`config.mk`:
```
export PLATFORM = sky130hd
export DESIGN_NAME = trhn_ctrl
export DESIGN_NICKNAME = d
export VERILOG_FILES = /design/src/sv/trhn_pkg.sv /design/src/sv/trhn_ctrl.sv
export SDC_FILE = /design/constraint.sdc
export NUM_CORES = 1
export LEC_CHECK = 0
export ABC_AREA = 1
export BUFFER_PORTS_ARGS = -buffer_cell sky130_fd_sc_hd__buf_2
export CORE_MARGIN = 5
export CORE_UTILIZATION = 25
export CTS_CLUSTER_DIAMETER = 80
export CTS_CLUSTER_SIZE = 28
export DETAILED_ROUTE_END_ITERATION = 6
export PLACE_DENSITY_LB_ADDON = 0.1
export SLEW_MARGIN = 0
export SYNTH_ARGS = -nofsm -noshare
export SYNTH_HDL_FRONTEND = slang
export SYNTH_SLANG_ARGS = --single-unit
export TNS_END_PERCENT = 50
```
`constraint.sdc`:
```
create_clock -name clk -period 1.6 [get_ports clk]
set_clock_uncertainty 0.2 [all_clocks]
set_input_delay 0.16 -clock clk [delete_from_list [all_inputs] [get_ports clk]]
set_output_delay 0.16 -clock clk [all_outputs]
set_load 0.01 [all_outputs]
```
`src/sv/trhn_pkg.sv`:
```
// Package for the two-region histogram normaliser.
// Holds the function codes, controller state type and the command/status structs.
package trhn_pkg;

  localparam int FuncW = 2;
  localparam int PixW = 16;
  localparam int IdxW = 8;
  localparam int ProbW = 26;
  localparam int AreaOutW = 24;
  localparam int CountW = 25;
  localparam int MinW = 16;
  localparam int FactW = 24;
  localparam logic [CountW-1:0] CountMax = {CountW{1'b1}};
  localparam logic [ProbW-1:0] ProbMax = 26'd33554432;

  typedef enum logic [FuncW-1:0] {
    FUNC_CLEAR = 2'd0,
    FUNC_PIXEL = 2'd1,
    FUNC_READ  = 2'd2,
    FUNC_NONE  = 2'd3
  } func_t;

  typedef enum logic [2:0] {
    ST_IDLE,
    ST_CLEAR,
    ST_PIX_BIN,
    ST_PIX_RD,
    ST_PIX_WR,
    ST_RD_MEM,
    ST_RD_DIV,
    ST_OUT
  } state_t;

  // controller to datapath
  typedef struct packed {
    logic capture;
    logic clear_start;
    logic clear_step;
    logic bin_calc;
    logic mem_read;
    logic pix_write;
    logic div_start;
    logic out_load;
  } cmd_t;

  // datapath to controller
  typedef struct packed {
    logic clear_done;
    logic div_done;
  } stat_t;

endpackage

```
`src/sv/trhn_ctrl.sv`:
```
// Controller state machine of the histogram normaliser.
// Depends on trhn_pkg; drives commands into trhn_dp.
module trhn_ctrl (
  input  logic             clk,
  input  logic             rst,
  input  logic             in_valid,
  input  logic [1:0]       in_func,
  input  logic             out_ready,
  input  trhn_pkg::stat_t  stat,
  output trhn_pkg::cmd_t   cmd,
  output logic             in_ready,
  output logic             out_valid
);
  import trhn_pkg::*;
  state_t state, state_next;
  func_t f;
  assign f = func_t'(in_func);

  always_ff @(posedge clk) begin
    if (rst) state <= ST_CLEAR;
    else state <= state_next;
  end

  // next state
  always_comb begin
    state_next = state;
    case (state)
      ST_IDLE: begin
        if (in_valid) begin
          case (f)
            FUNC_CLEAR: state_next = ST_CLEAR;
            FUNC_PIXEL: state_next = ST_PIX_BIN;
            FUNC_READ:  state_next = ST_RD_MEM;
            default:    state_next = ST_IDLE;
          endcase
        end
      end
      ST_CLEAR:   if (stat.clear_done) state_next = ST_IDLE;
      ST_PIX_BIN: state_next = ST_PIX_RD;
      ST_PIX_RD:  state_next = ST_PIX_WR;
      ST_PIX_WR:  state_next = ST_IDLE;
      ST_RD_MEM:  state_next = ST_RD_DIV;
      ST_RD_DIV:  if (stat.div_done) state_next = ST_OUT;
      ST_OUT:     if (out_ready) state_next = ST_IDLE;
      default:    state_next = ST_IDLE;
    endcase
  end

  // outputs
  always_comb begin
    cmd = '0;
    in_ready = 1'b0;
    out_valid = 1'b0;
    case (state)
      ST_IDLE: begin
        in_ready = 1'b1;
        cmd.capture = in_valid;
        cmd.clear_start = in_valid && (f == FUNC_CLEAR);
      end
      ST_CLEAR:   cmd.clear_step = 1'b1;
      ST_PIX_BIN: cmd.bin_calc = 1'b1;
      ST_PIX_RD:  cmd.mem_read = 1'b1;
      ST_PIX_WR:  cmd.pix_write = 1'b1;
      ST_RD_MEM:  cmd.mem_read = 1'b1;
      ST_RD_DIV:  begin
        cmd.div_start = 1'b0;
        cmd.out_load = stat.div_done;
      end
      ST_OUT:     out_valid = 1'b1;
      default:    ;
    endcase
    // divider start requested with the RAM read; datapath registers it so that it meets the read data
    if (state == ST_RD_MEM) cmd.div_start = 1'b1;
  end
endmodule

```
# Word level (Yosys, flattened, before mapping)
# Cells that the tools add are included.
[totals]
elab_cells = 34
register_bits = 3
out_inout_bits = 10
in_bits = 8
[classes]
n_eq_ne = 13
n_mux = 15
n_reduce_logical = 5
[op_table]
columns = ["cell", "count"]
rows = [
  ["3-bit case mux with 8 select lines", 1],
  ["3-bit equality test (second input constant)", 4],
  ["3-bit 2-to-1 mux", 4],
  ["3-bit case mux with 3 select lines", 1],
  ["1-bit 2-to-1 mux", 8],
  ["2-bit inequality test (second input constant)", 4],
  ["3-bit by 2-bit equality test with 1-bit output (second input constant)", 2],
  ["4-bit AND reduction", 1],
  ["3-bit by 1-bit equality test with 1-bit output (second input constant)", 1],
  ["3-bit logical NOT", 1],
  ["2-bit by 1-bit equality test with 1-bit output (second input constant)", 1],
  ["2-bit equality test (second input constant)", 1],
  ["2-bit logical NOT", 1],
  ["2-bit 2-to-1 mux", 1],
  ["2-bit OR reduction", 1],
  ["1-bit logical AND", 1],
]

# Depth between registers and ports, before layout
[logic_depth]
ltp_word = 4
mapped_depth = 8
ltp_nobuf = 7

# Worst setup path before layout
# Ideal clock, no wire load.
[synth_timing]
kind = "register to register"
start = "register state[1]"
end = "register state[2]"
slack_ns = 0.334
path_buffers = 1
t_required_ns = 1.287
stages_incl_launch_ff = 9
t_arrival_ns = 0.953
setup_ns = 0.113
period_less_slack_ns = 1.266
path_cell_list = "dfxtp_1 > buf_4 > inv_2 > nand3_1 > nand2_1 > nor2_1 > nand2_1 > nor2_1 > nor2_1"
[synth_via]
elab_chain_cells = 3
word_cells_on_any_way = 14
cone_classes = "11 x eq/ne; 1 x mux; 2 x reduce/logical"
[synth_lines]
columns = ["item", "line_no", "source"]
rows = [
  ["start, declared", "trhn_ctrl.sv:15", "state_t state, state_next;"],
  ["start signal, assigned", "trhn_ctrl.sv:21", "else state <= state_next;"],
  ["3-bit by 1-bit equality test with 1-bit output, or another cell as far along", "trhn_ctrl.sv:27", "case (state)"],
  ["2-bit inequality test (no line)", "--", ""],
  ["4-bit AND reduction (no line)", "--", ""],
]
# Several ways; a longest one is shown, not always the timed one.
# A chain may end at the register's enable or synchronous reset.

==> impl_results.md <==
* Routed WL at 921 um
* Core Region at 0.00128 sq mm
* Reg with most FFs: state
* Commonest non-fill, non-tap cell in the layout: buf_2
* Count of different cell masters after synthesis at 16
* Fin Hold WS at 0.153 ns
* Root buf cell: clkbuf_4
* Post-route cell area at 513 sq um
* Max-cap violations at 0
* N_diodes at 0
* Clk buf depth at 2
* GR Layer Usage met1 at 11.9%
* Drt initial violations at 7
* DRC at 0
* Global Route met3 Usage at 1.17%
* Leakage Power at 0.000332 uW
* First-pass iteration count of the detailed router at 4
* Top cell type's share of synthesized area at 17.8%
* Syn nets at 70
* RSZ-0062 raised after global routing: false
* Most Crowded Layer GR: met2
* Cells after synthesis at 62
* CP max FO at 5
* Die area at 0.00218 sq mm
* Grt met2 use at 15.9%
* Status: completed
* Avg WL per Cell at 8.94 um
* CTS tree: done
* Top cell type by total area after synthesis: dfxtp_1
* Via/cell ratio at 4.19
* Final setup vio count at 0
* Worst skew pair latency at 0.24 ns
* Area Overhead vs Synth at 52.4%
* DIE WIDTH at 46.7 um
* Nets@finish at 97
* Largest register FFs at 3
* Layout cells sized above 1 at 40.9%
* I/O pins at 18
* Remaining antenna violation count at 0
* Fmax at 0.663 GHz
* Largest net degree at the start of global routing at 10
* DR vias at 432
* Syn_area_per_cell at 5.43 sq um
* Final hold violations at 0
* Synth area leaders: dfxtp_1 18%, inv_1 13%, nand2_1 13%
* Crit path time final at 1.51 ns
* Placer congestion estimate at 0.802
* First-pass GRT wire length at 1.49 mm
* Post-Synthesis Cell Area at 337 sq um
* PortBufs at 17
* HP Class: input port to flip-flop
* Starting Density at 26.2%
* Worst vdd ir at 0.626 mV
* Post-synthesis sequential area ratio at 17.8%
* Critical path class: flip-flop to primary output
* GRT Util Overall at 9.58%
* Critical path capture point type: primary output
* Total clock sinks at 3
* GRT Residual Overflow at 0
* # rows at 13
* Commonest cells after routing, fill and taps aside: 17 x buf_2, 12 x nand2_1, 12 x inv_1
* Tightest Pin Transition at 0.176 ns
* CP Data Arrival Time at 1.15 ns
* Placement Cell Area at 452 sq um
* Setup TNS at 0 ns
* Worst setup SP type: flip-flop
* Period utilization at 94.3%
* Slew margin rel. at 88.2%
* Cell Pwr Density at 1750 mW/mm^2
* Clock transition at path regs at 0.04 ns
* Chip Height at 46.7 um
* Warnings from Yosys at 0
* Synth Register Bits at 3
* Vias in the first global route at 383
* Initial antenna violation count at 0
* Hpwl dp at 757 um
* Biggest regs: state (3)
* Slew Limit Fails at 0
* H-tree level count at 1
* CTS buffer count at 3
* Worst path required time at 1.24 ns
* Pre-CTS setup slack at 0.174 ns
* Setup ws final at 0.0916 ns
worst max-delay path, cell delays in order, from the launching register on:
cell and delay [ns]:
dfxtp_2 0.34, buf_4 0.14, inv_2 0.06, nand3_1 0.11
nand2_1 0.11, buf_2 0.13
layer usage:
layer / up-vias / part of all wire (%)
met4: 0 / 2.2
met1: 179 / 46
met2: 10 / 46
li1: 241 / -
met5: - / 0
met3: 2 / 5.3
kinds of logic after synthesis:
kind of cell / Yosys count / synth area share [%]
and+or+nand+nor: 41 / 57.6
buffers and inverters: 17 / 23.0
AOI/OAI and AO/OA: 1 / 1.49
DFF: 3 / 17.8
cells in the mapped netlist (all sizes together):
library cell and number:
nor2 13, nand4 3, buf 2, nor3 3, dfxtp 3, nand2 13
nand3b 1, inv 15, o21ai 1, nand3 8
stage by stage:
| stage | cells | power (uW) | utilization [%] |
|---|---|---|---|
| 2_1_floorplan | 62 | 553 | - |
| 3_3_place_gp | 96 | 749 | 35.2 |
| 3_5_place_dp | 96 | 732 | 35.2 |
| 4_1_cts | 101 | 877 | 38.0 |
| 5_1_grt | 103 | 987 | 39.9 |
| 6_report | 103 | 897 | 39.9 |
path summary, 6_finish.rpt:
kind,start,to,slack [ns],cells after the start
setup / recovery,state[1]$_SDFFE_PP0P_,cmd[3],0.09,5
hold / removal,in_func[0],state[1]$_SDFFE_PP0P_,0.15,5
setup reg to reg,state[1]$_SDFFE_PP0P_,state[2]$_SDFFE_PP0P_,0.27,8
hold reg to reg,state[0]$_SDFFE_PP1P_,state[0]$_SDFFE_PP1P_,0.35,2
power breakdown:
group,switching (uW),leakage [uW],internal [uW]
registers,59.6,0.0000255,119
logic,329,0.000292,248
clock network,46.9,0.0000150,94.0
repair_timing:
item | 4_1_cts | 5_1_grt
gates resized for setup | 0 | 4
setup buffers | 0 | 3
hold buffers | 1 | 0
endpoints found under the setup margin | 0 | 4
endpoints found under the hold margin | 3 | 0
final cells by class:
cell class | count | area [sq um]
clock buffer | 4 | 26.3
fill | 148 | 772
inverter | 15 | 58.8
multi-input combinational | 42 | 204
sequential | 3 | 65.1
tap | 15 | 18.8
timing repair buffer | 24 | 140
Power figures use the tool's default switching activity.
